==> src/hw/rtl/spimf_pkg.sv <==
`default_nettype none
package spimf_pkg;

  localparam int HALF_PERIOD_BITS = 16;
  localparam int BYTE_BITS        = 8;
  localparam int BIT_IDX_BITS     = 3;
  localparam int CFG_IDX_BITS     = 3;
  localparam int CFG_DATA_BITS    = HALF_PERIOD_BITS;
  localparam int IN_TDATA_BITS    = 16;
  localparam int IN_TUSER_BITS    = 2;
  localparam int OUT_TDATA_BITS   = 16;

  typedef enum logic [1:0] {
    CMD_NONE    = 2'd0,
    CMD_XFER    = 2'd1,
    CMD_SEL_ON  = 2'd2,
    CMD_SEL_OFF = 2'd3
  } cmd_t;

  typedef enum logic [CFG_IDX_BITS-1:0] {
    REG_SPI_MODE     = 3'd0,
    REG_BIT_ORDER    = 3'd1,
    REG_HALF_PERIOD  = 3'd2,
    REG_CS_POLARITY  = 3'd3,
    REG_MISO_PRESENT = 3'd4,
    REG_CS_PRESENT   = 3'd5
  } reg_idx_t;

  typedef enum logic [1:0] {
    ACT_IDLE   = 2'd0,
    ACT_XFER   = 2'd1,
    ACT_SETTLE = 2'd2
  } act_t;

  typedef struct packed {
    logic [1:0]                  spi_mode;
    logic                        lsb_out;
    logic [HALF_PERIOD_BITS-1:0] half_period;
    logic                        cs_pol;
    logic                        miso_present;
    logic                        cs_present;
  } cfg_t;

  typedef struct packed {
    logic                 rx_valid;
    logic [BYTE_BITS-1:0] rx_byte;
    logic                 accepted;
    logic                 busy_res;
    logic                 cs_level;
    logic                 mosi;
    logic                 sck;
  } res_t;

endpackage
`default_nettype wire

==> src/hw/rtl/spi_master_four_modes_core.sv <==
`default_nettype none
// Channel   Dir  Ports                    Carries
// --------  ---  -----------------------  ----------------------------------------
// in_       in   tvalid/tready/tdata/tuser  one pin tick: command, tx byte, MISO level
// out_      out  tvalid/tready/tdata       pin levels, busy, accepted, rx byte/valid
// cfg_      in   we/index/wdata            mode, bit order, half period, CS options
//
// One tick per cycle while out_tready stays high: a transfer goes input register
// -> SPI step logic -> result register, and out_tvalid rises once the result
// register has loaded the tick.
// The per-tick step is a single pass through the engine's next-state logic.
// Reset (rst_n low, synchronous) idles the engine, parks SCK low, MOSI low,
// CS deasserted high, and loads the config defaults.
// out_tready low stalls the result register; the input register then holds,
// and in_tready drops once both stages are full.
module spi_master_four_modes_core (
  input  logic                                 clk,
  input  logic                                 rst_n,
  // in_tdata: [7:0] tx_byte, [8] miso_level, [15:9] zero
  input  logic                                 in_tvalid,
  output logic                                 in_tready,
  input  logic [spimf_pkg::IN_TDATA_BITS-1:0]  in_tdata,
  // in_tuser: [1:0] cmd
  input  logic [spimf_pkg::IN_TUSER_BITS-1:0]  in_tuser,
  // out_tdata: [0] sck, [1] mosi, [2] cs_level, [3] busy_res, [4] accepted,
  //            [12:5] rx_byte, [13] rx_valid, [15:14] zero
  output logic                                 out_tvalid,
  input  logic                                 out_tready,
  output logic [spimf_pkg::OUT_TDATA_BITS-1:0] out_tdata,
  input  logic                                 cfg_we,
  input  logic [spimf_pkg::CFG_IDX_BITS-1:0]   cfg_index,
  input  logic [spimf_pkg::CFG_DATA_BITS-1:0]  cfg_wdata
);
  import spimf_pkg::*;

  cfg_t                 cfg;
  res_t                 step_res;
  res_t                 out_res;

  // input register
  logic                 s1_vld_r;
  logic [1:0]           s1_cmd_r;
  logic [BYTE_BITS-1:0] s1_tx_r;
  logic                 s1_miso_r;

  logic                 adv;
  logic                 in_xfer;

  assign adv       = s1_vld_r && (!out_tvalid || out_tready);
  assign in_tready = !s1_vld_r || adv;
  assign in_xfer   = in_tvalid && in_tready;

  always_ff @(posedge clk) begin
    if (!rst_n) begin
      s1_vld_r <= 1'b0;
    end else if (in_tready) begin
      s1_vld_r <= in_tvalid;
    end
  end

  always_ff @(posedge clk) begin
    if (in_xfer) begin
      s1_cmd_r  <= in_tuser;
      s1_tx_r   <= in_tdata[BYTE_BITS-1:0];
      s1_miso_r <= in_tdata[BYTE_BITS];
    end
  end

  spimf_cfg u_cfg (
    .clk       (clk),
    .rst_n     (rst_n),
    .cfg_we    (cfg_we),
    .cfg_index (cfg_index),
    .cfg_wdata (cfg_wdata),
    .cfg       (cfg)
  );

  // engine state advances exactly once per tick, when the tick moves on
  spimf_engine u_engine (
    .clk        (clk),
    .rst_n      (rst_n),
    .step       (adv),
    .cfg        (cfg),
    .cmd        (s1_cmd_r),
    .tx_byte    (s1_tx_r),
    .miso_level (s1_miso_r),
    .res        (step_res)
  );

  spimf_out_stage u_out (
    .clk        (clk),
    .rst_n      (rst_n),
    .load       (adv),
    .res        (step_res),
    .out_tready (out_tready),
    .out_tvalid (out_tvalid),
    .out_res    (out_res)
  );

  assign out_tdata = {2'b00, out_res.rx_valid, out_res.rx_byte, out_res.accepted,
                      out_res.busy_res, out_res.cs_level, out_res.mosi, out_res.sck};

  // completion tick always reports the engine as free
  a_rxv_not_busy: assert property (@(posedge clk) disable iff (!rst_n)
    out_tvalid && out_res.rx_valid |-> !out_res.busy_res)
    else $error("rx_valid with busy set");

  // every taken command starts a transfer or a settle
  a_acc_busy: assert property (@(posedge clk) disable iff (!rst_n)
    out_tvalid && out_res.accepted |-> out_res.busy_res)
    else $error("accepted command without busy");

  // received byte reads zero outside completion ticks
  a_rx_zero: assert property (@(posedge clk) disable iff (!rst_n)
    out_tvalid && !out_res.rx_valid |-> out_res.rx_byte == '0)
    else $error("rx_byte nonzero without rx_valid");

  // a held tick in the input register is never dropped
  a_s1_hold: assert property (@(posedge clk) disable iff (!rst_n)
    s1_vld_r && !adv |=> s1_vld_r)
    else $error("input register lost a tick");

endmodule
`default_nettype wire

==> src/hw/rtl/spimf_cfg.sv <==
`default_nettype none
module spimf_cfg (
  input  logic                                 clk,
  input  logic                                 rst_n,
  input  logic                                 cfg_we,
  input  logic [spimf_pkg::CFG_IDX_BITS-1:0]   cfg_index,
  input  logic [spimf_pkg::CFG_DATA_BITS-1:0]  cfg_wdata,
  output spimf_pkg::cfg_t                      cfg
);
  import spimf_pkg::*;

  cfg_t cfg_r;

  always_ff @(posedge clk) begin
    if (!rst_n) begin
      cfg_r.spi_mode     <= 2'd0;
      cfg_r.lsb_out      <= 1'b0;
      cfg_r.half_period  <= HALF_PERIOD_BITS'(1);
      cfg_r.cs_pol       <= 1'b0;
      cfg_r.miso_present <= 1'b1;
      cfg_r.cs_present   <= 1'b1;
    end else if (cfg_we) begin
      unique case (reg_idx_t'(cfg_index))
        REG_SPI_MODE:     cfg_r.spi_mode     <= cfg_wdata[1:0];
        REG_BIT_ORDER:    cfg_r.lsb_out      <= cfg_wdata[0];
        REG_HALF_PERIOD:  cfg_r.half_period  <= cfg_wdata[HALF_PERIOD_BITS-1:0];
        REG_CS_POLARITY:  cfg_r.cs_pol       <= cfg_wdata[0];
        REG_MISO_PRESENT: cfg_r.miso_present <= cfg_wdata[0];
        REG_CS_PRESENT:   cfg_r.cs_present   <= cfg_wdata[0];
        default: ;  // unmapped index, dropped
      endcase
    end
  end

  assign cfg = cfg_r;

endmodule
`default_nettype wire

==> src/hw/rtl/spimf_engine.sv <==
`default_nettype none
module spimf_engine (
  input  logic                              clk,
  input  logic                              rst_n,
  input  logic                              step,
  input  spimf_pkg::cfg_t                   cfg,
  input  logic [1:0]                        cmd,
  input  logic [spimf_pkg::BYTE_BITS-1:0]   tx_byte,
  input  logic                              miso_level,
  output spimf_pkg::res_t                   res
);
  import spimf_pkg::*;

  act_t                        act_r,  act_nxt;
  logic [HALF_PERIOD_BITS-1:0] tick_r, tick_nxt;
  logic [BIT_IDX_BITS-1:0]     bit_r,  bit_nxt;
  logic                        half2_r, half2_nxt;
  logic [BYTE_BITS-1:0]        osh_r,  osh_nxt;
  logic [BYTE_BITS-1:0]        ish_r,  ish_nxt;
  logic                        clk_r,  clk_nxt;
  logic                        dat_r,  dat_nxt;
  logic                        sel_r,  sel_nxt;

  logic                        cpol, cpha;
  logic [HALF_PERIOD_BITS:0]   h_len, tick_inc;
  logic                        half_done;
  logic [BIT_IDX_BITS-1:0]     pos_cur, pos_next, bit_inc;
  logic                        got, on;
  logic                        acc, rxv;

  always_ff @(posedge clk) begin
    if (!rst_n) begin
      act_r   <= ACT_IDLE;
      tick_r  <= '0;
      bit_r   <= '0;
      half2_r <= 1'b0;
      osh_r   <= '0;
      ish_r   <= '0;
      clk_r   <= 1'b0;
      dat_r   <= 1'b0;
      sel_r   <= 1'b1;
    end else if (step) begin
      act_r   <= act_nxt;
      tick_r  <= tick_nxt;
      bit_r   <= bit_nxt;
      half2_r <= half2_nxt;
      osh_r   <= osh_nxt;
      ish_r   <= ish_nxt;
      clk_r   <= clk_nxt;
      dat_r   <= dat_nxt;
      sel_r   <= sel_nxt;
    end
  end

  always_comb begin
    cpol      = cfg.spi_mode[1];
    cpha      = cfg.spi_mode[0];
    h_len     = (cfg.half_period == '0) ? (HALF_PERIOD_BITS+1)'(1)
                                        : {1'b0, cfg.half_period};
    tick_inc  = {1'b0, tick_r} + (HALF_PERIOD_BITS+1)'(1);
    half_done = (tick_inc >= h_len);
    bit_inc   = bit_r + BIT_IDX_BITS'(1);
    pos_cur   = cfg.lsb_out ? bit_r : ~bit_r;
    pos_next  = cfg.lsb_out ? bit_inc : ~bit_inc;
    got       = cfg.miso_present ? miso_level : 1'b1;
    on        = (cmd_t'(cmd) == CMD_SEL_ON);

    act_nxt   = act_r;
    tick_nxt  = tick_r;
    bit_nxt   = bit_r;
    half2_nxt = half2_r;
    osh_nxt   = osh_r;
    ish_nxt   = ish_r;
    clk_nxt   = clk_r;
    dat_nxt   = dat_r;
    sel_nxt   = sel_r;
    acc       = 1'b0;
    rxv       = 1'b0;

    unique case (act_r)
      ACT_SETTLE: begin
        tick_nxt = tick_inc[HALF_PERIOD_BITS-1:0];
        if (half_done) begin
          tick_nxt = '0;
          act_nxt  = ACT_IDLE;
        end
      end
      ACT_XFER: begin
        tick_nxt = tick_inc[HALF_PERIOD_BITS-1:0];
        if (half_done) begin
          tick_nxt = '0;
          if (!half2_r) begin
            // end of first half: clock edge, sample MISO
            half2_nxt        = 1'b1;
            clk_nxt          = cpha ? cpol : ~cpol;
            ish_nxt[pos_cur] = got;
          end else begin
            half2_nxt = 1'b0;
            clk_nxt   = cpol;
            if (bit_r == BIT_IDX_BITS'(BYTE_BITS-1)) begin
              rxv     = 1'b1;
              bit_nxt = '0;
              act_nxt = ACT_IDLE;
            end else begin
              bit_nxt = bit_inc;
              dat_nxt = osh_r[pos_next];
              clk_nxt = cpha ? ~cpol : cpol;
            end
          end
        end
      end
      default: begin
        act_nxt = ACT_IDLE;
        clk_nxt = cpol;
        case (cmd_t'(cmd)) inside
          CMD_XFER: begin
            acc       = 1'b1;
            osh_nxt   = tx_byte;
            ish_nxt   = '0;
            bit_nxt   = '0;
            half2_nxt = 1'b0;
            tick_nxt  = '0;
            act_nxt   = ACT_XFER;
            dat_nxt   = cfg.lsb_out ? tx_byte[0] : tx_byte[BYTE_BITS-1];
            clk_nxt   = cpha ? ~cpol : cpol;
          end
          CMD_SEL_ON, CMD_SEL_OFF: begin
            if (cfg.cs_present) begin
              acc      = 1'b1;
              sel_nxt  = cfg.cs_pol ? on : ~on;
              tick_nxt = '0;
              act_nxt  = ACT_SETTLE;
            end
          end
          default: ;
        endcase
      end
    endcase

    res.sck      = clk_nxt;
    res.mosi     = dat_nxt;
    res.cs_level = sel_nxt;
    res.busy_res = (act_nxt == ACT_XFER) || (act_nxt == ACT_SETTLE);
    res.accepted = acc;
    res.rx_valid = rxv;
    res.rx_byte  = rxv ? ish_nxt : '0;
  end

endmodule
`default_nettype wire

==> src/hw/rtl/spimf_out_stage.sv <==
`default_nettype none
module spimf_out_stage (
  input  logic            clk,
  input  logic            rst_n,
  input  logic            load,
  input  spimf_pkg::res_t res,
  input  logic            out_tready,
  output logic            out_tvalid,
  output spimf_pkg::res_t out_res
);
  import spimf_pkg::*;

  logic vld_r;
  res_t res_r;

  always_ff @(posedge clk) begin
    if (!rst_n) begin
      vld_r <= 1'b0;
    end else if (load) begin
      vld_r <= 1'b1;
    end else if (out_tready) begin
      vld_r <= 1'b0;
    end
  end

  always_ff @(posedge clk) begin
    if (load) begin
      res_r <= res;
    end
  end

  assign out_tvalid = vld_r;
  assign out_res    = res_r;

endmodule
`default_nettype wire

==> config.mk <==
export PLATFORM = sky130hd
export DESIGN_NAME = spi_master_four_modes_core
export DESIGN_NICKNAME = d
export VERILOG_FILES = /design/src/hw/rtl/spimf_pkg.sv /design/src/hw/rtl/spi_master_four_modes_core.sv /design/src/hw/rtl/spimf_cfg.sv /design/src/hw/rtl/spimf_engine.sv /design/src/hw/rtl/spimf_out_stage.sv
export SDC_FILE = /design/constraint.sdc
export NUM_CORES = 1
export LEC_CHECK = 0
export ABC_AREA = 1
export BUFFER_PORTS_ARGS = -buffer_cell sky130_fd_sc_hd__buf_2
export CORE_MARGIN = 3
export CORE_UTILIZATION = 43
export DETAILED_ROUTE_END_ITERATION = 8
export GPL_TIMING_DRIVEN = 0
export PLACE_DENSITY_LB_ADDON = 0.05
export SETUP_SLACK_MARGIN = 0.2
export SLEW_MARGIN = 0
export SYNTH_ARGS = -nofsm -noshare
export SYNTH_HDL_FRONTEND = slang
export SYNTH_HIERARCHICAL = 1
export SYNTH_SLANG_ARGS = --single-unit
==> constraint.sdc <==
create_clock -name clk -period 3.7 [get_ports clk]
set_input_delay 0.74 -clock clk [delete_from_list [all_inputs] [get_ports clk]]
set_output_delay 0.74 -clock clk [all_outputs]
set_load 0.01 [all_outputs]
## Word-level counts from Yosys, hierarchy flattened

Index checks and enable logic that the tools add are counted.

| word-level totals | value |
|---|---|
| latch bits | 0 |
| RAM bits | 0 |
| output and inout bits | 18 |
| word-level logic and storage cells | 142 |
| bits in registers | 90 |
| input port bits | 42 |
| memory bits (read-only) | 0 |
| memories kept | 0 |

| operators by class | value |
|---|---|
| add/sub/neg operators | 2 |
| multiply operators | 0 |
| eq/ne operators | 15 |
| bitwise logic cells | 6 |
| divide/modulo/power cells | 0 |
| reduce and logical (&&, ||, !) cells | 26 |
| shift operators | 0 |
| mux-type cells | 62 |
| $lt $le $gt $ge | 4 |

Operators by type and width:

| operator | count |
|---|---|
| $mux 16 | 6 |
| $mux 1 | 31 |
| $mux 8 | 3 |
| $mux 3 | 6 |
| $add 16x1->17 const B | 1 |
| $ge 17x17->1 | 1 |
| $logic_not 16->1 | 1 |
| $pmux 8 s2 | 1 |
| $mux 2 | 7 |
| $reduce_and 2->1 | 6 |
| $eq 3x3->1 const B | 3 |
| $bwmux 8 | 1 |
| $eq 2x2->1 const B | 4 |
| $lt 3x4->1 const B | 2 |
| $eq 2x1->1 const B | 3 |
| $eq 3x2->1 const B | 2 |
| $not 3->3 | 2 |
| $pmux 1 s2 | 3 |
| $pmux 3 s2 | 1 |
| $reduce_and 3->1 | 2 |
| $reduce_bool 3->1 | 2 |
| $reduce_and 5->1 | 1 |
| $ne 2x1->1 const B | 2 |
| $not 1->1 | 4 |
| other kinds (13) | 20 |

## Logic depth before layout (Yosys ltp)

Gate-level depths: netlist (run 1).

| logic depth | value |
|---|---|
| word-level depth | 10 |
| mapped depth | 24 |
| depth with buffers taken out | 23 |

## Modules after synthesis

Netlist (run 1), hierarchy kept.

Modules (own cells, without submodules):

| module | sequential area each (um2) | cells an instance | area an instance (um2) | times used |
|---|---|---|---|---|
| spimf_engine | 820.8 | 561 | 3359.5 | 1 |
| spimf_cfg | 440.4 | 148 | 987.2 | 1 |
| spimf_out_stage | 440.4 | 20 | 464.2 | 1 |
| spi_master_four_modes_core | 350.3 | 23 | 414.1 | 1 |

## Worst setup path before layout (run 1)

Ideal clock, no wire load.

| path | value |
|---|---|
| path type | input to register |
| start | in out_tready |
| end | reg u_engine.tick_r[14] |
| path buffers | 1 |
| arrival time | 3.419 ns |
| path slack | 0.211 ns |
| stages on the path | 7 |
| required time | 3.630 ns |
| cells stage by stage | inv_1 a21boi_0 nand2_1 nor3_4 buf_6 nand2_1 a21oi_1 |

| on the way | value |
|---|---|
| cells in the longest elaborated chain, start to end | 3 |

Ends and longest elaborated chain:

| item | line | source |
|---|---|---|
| from (decl) | spi_master_four_modes_core.sv:28 | `input logic out_tready,` |
| $logic_or 1x1->1 | spi_master_four_modes_core.sv:49 | `assign adv = s1_vld_r && (!out_tvalid \|\| out_tready);` |
| $logic_and 1x1->1 | spi_master_four_modes_core.sv:49 |  |
| named net adv | spi_master_four_modes_core.sv:46 | `logic adv;` |
| $reduce_and 3->1 (no line) | - |  |
| to (signal assigned) | spimf_engine.sv:44 | `tick_r <= tick_nxt;` |
| to (decl) | spimf_engine.sv:15 | `logic [HALF_PERIOD_BITS-1:0] tick_r, tick_nxt;` |

The timed path passes the listed nets, and every way through them passes these cells.
A chain may end at the register's enable or synchronous reset.

==> flow_metrics.env, run 1 <==
export IMPL_syn_inst=752
export IMPL_worstSkewPairLatency_ns=0.35
export IMPL_max_freq_ghz=0.3033
export IMPL_routed_wl_mm=11.96
export IMPL_synthTopCellsByArea="dfxtp_1 (25%), nand2_1 (15%), edfxtp_1 (14%)"
export IMPL_dp_worst_setup_slack_ns=0.1987
export IMPL_htree_levels=3
export IMPL_ant_nets=0
export IMPL_crit_family="simple AND/OR/NAND/NOR gates"
export IMPL_final_layout_size_suffix_gt1_share_pct=14.82
export IMPL_clkPwrFrac_pct=38.6
export IMPL_required_ns=3.81
export IMPL_cts_sinks=90
export IMPL_ys_warn_count=6
export IMPL_grt_setup_unrepaired="yes"
export IMPL_maxCapViolCount=0
export IMPL_io_pins=60
export IMPL_synth_largest_area_cell="dfxtp_1"
export IMPL_hold_viol=0
export IMPL_finalClockSkew_ns=0.01052
export IMPL_synth_seq_area_share_pct=39.27
export IMPL_slowest_delay_ns=0.38
export IMPL_tns_ns=0
export IMPL_grt_max_degree=18
export IMPL_grt_pass1_wl_mm=20.16
export IMPL_seq_area_um2=2058
export IMPL_setup_viol=0
export IMPL_first_iter_violations=269
export IMPL_gp_congestion=0.9025
export IMPL_worstSetupStartpointType="flip-flop"
export IMPL_antenna_found_initial=0
export IMPL_grt_total_usage_pct=18.81
export IMPL_die_area_um2=13510
export IMPL_dpl_cell_area_um2=5677
export IMPL_p_int_mw=1.687
export IMPL_power_share_sequential_pct=46.1
export IMPL_multiInputGateArea_um2=2605
export IMPL_grt_pass1_vias=4302
export IMPL_placementRows=39
export IMPL_critPathMostFrequentCell="nand2_1"
export IMPL_synth_cell_types=36
export IMPL_cts_buffer_depth=2
export IMPL_fin_ws_ns=0.4029
export IMPL_fp_dieH_um=116.2
export IMPL_coreArea_um2=11660
export IMPL_slew_headroom_pct=49.32
export IMPL_synth_area_um2=5225
export IMPL_slew_viol_final=0
export IMPL_crit_type="flip-flop to flip-flop"
export IMPL_dr_pass1_iters=5
export IMPL_vias=4746
export IMPL_dp_cells=947
export IMPL_cts_tree="yes"
export IMPL_start_util_pct=44.80
export IMPL_vdd_ir_drop_max_uv=316.5
export IMPL_hold_class="flip-flop to flip-flop"
export IMPL_layout_nets=881
export IMPL_layout_cells_non_filler=966
export IMPL_fin_crit_ns=3.297
export IMPL_cts_root_buffer="clkbuf_16"
export IMPL_crit_chain="ha_1 > nand2_2 > nor2_2 > nand4_1 > buf_4 > xor2_1 > ha_1 > nand2_1 > inv_1 > o21bai_1 > nand2_1 > nand4_1 > nand2_1 > nor2_4 > nand3_4 > buf_8 > o21ai_2 > nand3_1 > nand3_1 > nand2_1"
export IMPL_clk_pin_slew_ns=0.07
export IMPL_combPwrFrac_pct=15.3
export IMPL_fillCellCount=1159
export IMPL_power_mw=2.325
export IMPL_die_w_um=116.2
export IMPL_cp_num_buf_inv=3
export IMPL_avgSynthCellArea_um2=6.948
export IMPL_leakage_nw=2.843
export IMPL_post_drt_wl_per_cell_um=12.38
export IMPL_cp_end_kind="flip-flop"
export IMPL_cp_max_fo=10
export IMPL_area_growth_pct=15.71
export IMPL_period_share_pct=89.11
export IMPL_grt_overflow_total=0
export IMPL_vias_per_cell=4.913
export IMPL_synth_seq_cells=90
export IMPL_crit_slowest_cell="dfxtp_2"
export IMPL_detailed_place_hpwl_mm=8.986
export IMPL_swShare_pct=27.45
export IMPL_p_sw_uw=638.3
export IMPL_antenna_cells=0
export IMPL_ctsHoldBuffers=0
export IMPL_cts_made_buffers=9
export IMPL_worstMarginPinSlew_ns=0.7557
export IMPL_drcViolationCount=0
export IMPL_synth_top_area_share_pct=24.90
export IMPL_crit_arrival_ns=3.40
export IMPL_outcome="complete, no violations"
export IMPL_port_buffers=50
export IMPL_fin_area_um2=6046
export IMPL_cellPowerDensity_nw_per_um2=384.5
[cell families after synthesis]
| kind of cell | count (synthesis) | share of synthesized area, % |
|---|---|---|
| other | 1 | 0.07177 |
| AO/OA/AOI/OAI | 85 | 8.813 |
| flip-flops | 90 | 39.27 |
| AND/OR/NAND/NOR | 391 | 32.04 |
| adder cells (fa/ha/maj) | 21 | 5.029 |
| XOR/XNOR | 18 | 3.017 |
| buffers and inverters | 146 | 11.76 |
[metrics by stage]
stage / util [%] / hold slack [ns]
finish: 51.84 / 0.4689
global route: 51.84 / 0.5031
CTS: 51.29 / 0.4694
detailed placement: 48.68 / 0.4509
global placement: 48.51 / 0.4498
floorplan: - / 0.4287
[sequential cells by signal, indices dropped and copies added, names as in the netlist]
| signal | flops |
|---|---|
| u_out/out_res | 14 |
| s1_tx_r | 8 |
| u_engine/half2_r | 1 |
| s1_cmd_r | 2 |
| u_engine/dat_r | 1 |
| u_out/out_tvalid | 1 |
| u_engine/ish_r | 8 |
| u_engine/bit_r | 3 |
| s1_miso_r | 1 |
| u_cfg/cfg | 22 |
| s1_vld_r | 1 |
| u_engine/tick_r | 16 |
| u_engine/sel_r | 1 |
| u_engine/act_r | 2 |
| u_engine/osh_r | 8 |
| u_engine/clk_r | 1 |
[power by group through the flow]
| stage | sequential (mW) | combinational, mW | clock (mW) |
|---|---|---|---|
| after floorplan | 1.09 | 0.238 | 0 |
| after global placement | 1.09 | 0.333 | 0 |
| after detailed placement | 1.09 | 0.341 | 0 |
| after CTS | 1.07 | 0.346 | 0.930 |
| after global routing | 1.08 | 0.401 | 0.965 |
| final | 1.07 | 0.355 | 0.897 |
[worst paths after layout]
kind	endpoint	startpoint	depth (start not counted)	slack (ns)
worst max register to register	u_out/out_res[3]	u_engine/tick_r[0]	20	0.40
worst max-delay path	u_out/out_res[3]	u_engine/tick_r[0]	20	0.40
worst min-delay path	u_cfg/cfg[0]	u_cfg/cfg[0]	2	0.47
worst min register to register	u_cfg/cfg[0]	u_cfg/cfg[0]	2	0.47
[metal layers]
layer  global-route usage (%)  up-vias  wire length [µm]
met5                        0        -                 0
met2                    27.19      100              5045
li1                         -     2507                 -
met1                    27.71     2127              6154
met4                    8.043        0               204
met3                    2.953       12               551
[tightest hold or removal path, stage by stage, from the launching register on]
cell     delay [ns]
dfxtp_1        0.33
nand2_1        0.05
nand3_1        0.06
[layout make-up]
class | instances | share of cell area (%)
repair buffers | 54 | 4.760
well taps | 143 | 2.959
clock inverters | 5 | 0.7243
flip-flops and latches | 90 | 34.04
multi-input cells | 517 | 43.09
inverters | 118 | 7.326
clock buffers | 11 | 4.201
plain buffers | 28 | 2.897
[cells in the final DEF (no fill, tap or decap), types with 13 or more instances in the layout]
cell type    n
o21ai_0     15
nor2_1      89
inv_1      114
nand3_1     52
dfxtp_1     60
buf_2       52
nand4_1     13
a21oi_1     60
ha_1        21
nand2_1    203
edfxtp_1    25
[Yosys cell counts (all sizes together)]
cell and instances:
o211a 1, ha 21, clkbuf 11, buf 17
or2 1, o21ai 17, inv 118, xnor2 7
nand3 57, o221ai 1, nor3 11, nor4 3
nand4 13, conb 1, dfxtp 65, nor2 99
a21boi 1, o211ai 1, edfxtp 25, o41ai 1
o21bai 1, xor2 11, a21oi 62, nand2 207
[what timing repair did]
action                                  in CTS  in global routing
pin swaps                                    1                  6
resized for setup                            0                 16
endpoints found under the setup margin       2                 42
setup buffers                                1                  2
Power figures use the tool's default switching activity.
==> run 2: changes to the inputs <==
--- a/config.mk
+++ b/config.mk
@@ -6,12 +6,13 @@
 export NUM_CORES = 1
 export LEC_CHECK = 0
 export ABC_AREA = 1
-export BUFFER_PORTS_ARGS = -buffer_cell sky130_fd_sc_hd__buf_2
 export CORE_MARGIN = 3
-export CORE_UTILIZATION = 43
+export CORE_UTILIZATION = 55
 export DETAILED_ROUTE_END_ITERATION = 8
+export DONT_BUFFER_PORTS = 1
 export GPL_TIMING_DRIVEN = 0
 export PLACE_DENSITY_LB_ADDON = 0.05
+export RECOVER_POWER = 25
 export SETUP_SLACK_MARGIN = 0.2
 export SLEW_MARGIN = 0
 export SYNTH_ARGS = -nofsm -noshare
==> run 2 against run 1 <==
Final cell count down 7.0%. First-iteration DRC count shrank 8.6%. Register-to-register slack improved by 0.09 ns. Core utilization up 11 points. Routed wire length is 6.5% lower. Non-clock buffer count shrank 51. Power fell by 12%. Highest routed layer unchanged.
==> flow_metrics.env, run 2 (synthesized netlist as in run 1, its figures left out) <==
export IMPL_outcome="complete, no violations"
export IMPL_maxCapViolCount=0
export IMPL_die_w_um=103.5
export IMPL_mostFrequentLayoutCells="nand2_1 (203), inv_1 (116), nor2_1 (93)"
export IMPL_final_layout_size_suffix_gt1_share_pct=8.031
export IMPL_slew_headroom_pct=52.18
export IMPL_antenna_cells=0
export IMPL_slowest_delay_ns=0.37
export IMPL_leakage_nw=2.583
export IMPL_drcViolationCount=0
export IMPL_cellPowerDensity_nw_per_um2=362.1
export IMPL_start_util_pct=58.21
export IMPL_io_pins=60
export IMPL_cts_root_buffer="clkbuf_8"
export IMPL_met3_usage_pct=3.823
export IMPL_hold_class="input port to flip-flop"
export IMPL_dr_pass1_iters=5
export IMPL_htree_levels=3
export IMPL_cts_buffer_depth=2
export IMPL_crit_chain="nand3_1 > nor2_2 > nand2_1 > inv_1 > nand3_2 > nor2_1 > nand3_1 > nor2_1 > xor2_1 > ha_1 > buf_4 > nand4_1 > nand2_1 > nor2_4 > nand3_4 > buf_6 > o21ai_4 > nand3_2 > nand3_1 > nand2_1"
export IMPL_grt_setup_unrepaired="no"
export IMPL_period_share_pct=86.62
export IMPL_slew_viol_final=0
export IMPL_port_buffers=0
export IMPL_whs_path_depth=0
export IMPL_layout_cells_non_filler=898
export IMPL_post_drt_wl_per_cell_um=12.45
export IMPL_globalRouteMet2Util_pct=34.95
export IMPL_hold_viol=0
export IMPL_placementRows=34
export IMPL_clk_pin_slew_ns=0.10
export IMPL_vias=4561
export IMPL_gp_congestion=0.8891
export IMPL_first_iter_violations=246
export IMPL_fp_dieH_um=103.5
export IMPL_grtUsageMet1_pct=31.68
export IMPL_tns_ns=0
export IMPL_worstSetupStartpointType="flip-flop"
export IMPL_cts_sinks=90
export IMPL_cts_made_buffers=9
export IMPL_grt_max_degree=19
export IMPL_grt_total_usage_pct=22.62
export IMPL_grt_pass1_vias=4268
export IMPL_ant_nets=0
export IMPL_vias_per_cell=5.079
export IMPL_max_freq_ghz=0.3120
export IMPL_area_growth_pct=7.902
export IMPL_fin_crit_ns=3.205
export IMPL_routed_wl_mm=11.18
export IMPL_vdd_ir_drop_max_uv=267.2
export IMPL_grt_pass1_wl_mm=19.17
export IMPL_largest_register_ffs=22
export IMPL_worstSkewPairLatency_ns=0.36
export IMPL_setup_viol=0
export IMPL_layout_nets=830
export IMPL_crit_arrival_ns=3.33
export IMPL_cts_tree="yes"
export IMPL_antenna_found_initial=0
export IMPL_finalClockSkew_ns=0.01523
export IMPL_grt_overflow_total=0
export IMPL_ctsHoldBuffers=0
export IMPL_dp_cells=880
export IMPL_detailed_place_hpwl_mm=8.459
export IMPL_coreArea_um2=8976
export IMPL_required_ns=3.82
export IMPL_die_area_um2=10710
export IMPL_crit_slowest_cell="dfxtp_1"
export IMPL_layout_commonest_cell="nand2_1"
export IMPL_cp_end_kind="flip-flop"
export IMPL_worstMarginPinSlew_ns=0.7131
export IMPL_crit_type="flip-flop to flip-flop"
export IMPL_reg2reg_depth=20
export IMPL_top_usage_layer="met2"
export IMPL_cp_max_fo=10
-- run 2: cell count changes in the layout (fill, tap and decap cells not counted), moves of 3 or more --
cell	delta
inv_8	+3
clkbuf_16	-10
buf_2	-51
clkbuf_8	+9
clkbuf_1	+3
nor2_2	-3
nor2_1	+4
-- run 2: where the power goes --
part	total, mW	switching (mW)	internal (mW)	leakage, nW
logic	0.311	0.204	0.107	1.72
registers	1.08	0.0255	1.05	0.770
clock network	0.653	0.388	0.264	0.0962
-- run 2: what timing repair did --
item,in CTS,in global routing
setup endpoints to repair,0,38
gates resized for setup,0,14
setup buffers,0,2
-- run 2: routing by layer --
layer | part of all wire (%) | vias to the layer above
li1 | - | 2396
met1 | 49 | 2035
met2 | 43 | 115
met3 | 5.5 | 15
met4 | 2.1 | 0
met5 | 0 | -
-- run 2: area by class of cell --
type | instances | area (µm²)
fillers | 849 | 3338
repair buffers | 3 | 30.03
clock inverters | 7 | 67.56
inverters | 118 | 442.9
plain buffers | 28 | 158.9
clock buffers | 9 | 123.9
well taps | 126 | 157.7
multi-input cells | 517 | 2597
flip-flops and latches | 90 | 2059
-- run 2: final timing paths --
path,end,from,slack (ns)
setup / recovery,u_out/out_res[3],u_engine/tick_r[1],0.50
hold / removal,s1_tx_r[6],in_tdata[6],0.46
setup reg to reg,u_out/out_res[3],u_engine/tick_r[1],0.50
hold reg to reg,u_cfg/cfg[0],u_cfg/cfg[0],0.47
-- run 2: critical path: cells and delay by family, from the launching register on --
kind                       cells  cell delay [ns]
DFF                            1             0.37
and+or+nand+nor               14             1.48
AOI/OAI and AO/OA              1             0.14
xor gates and xnor gates       1             0.23
buffers and inverters          3             0.42
adders and majority gates      1             0.32
-- run 2: per-stage QoR --
step | util, % | power, mW | hold slack (ns) | instance area [µm²] | setup slack [ns]
6_report | 62.81 | 2.041 | 0.4644 | 5638 | 0.4951
5_1_grt | 62.81 | 2.152 | 0.4360 | 5638 | 0.2130
4_1_cts | 62.35 | 2.054 | 0.4487 | 5597 | 0.2030
3_5_place_dp | 60.22 | 1.404 | 0.4560 | 5405 | 0.2265
3_3_place_gp | 60.01 | 1.394 | 0.4467 | 5386 | -1.287
2_1_floorplan | - | 1.332 | 0.4287 | 5229 | 0.2106
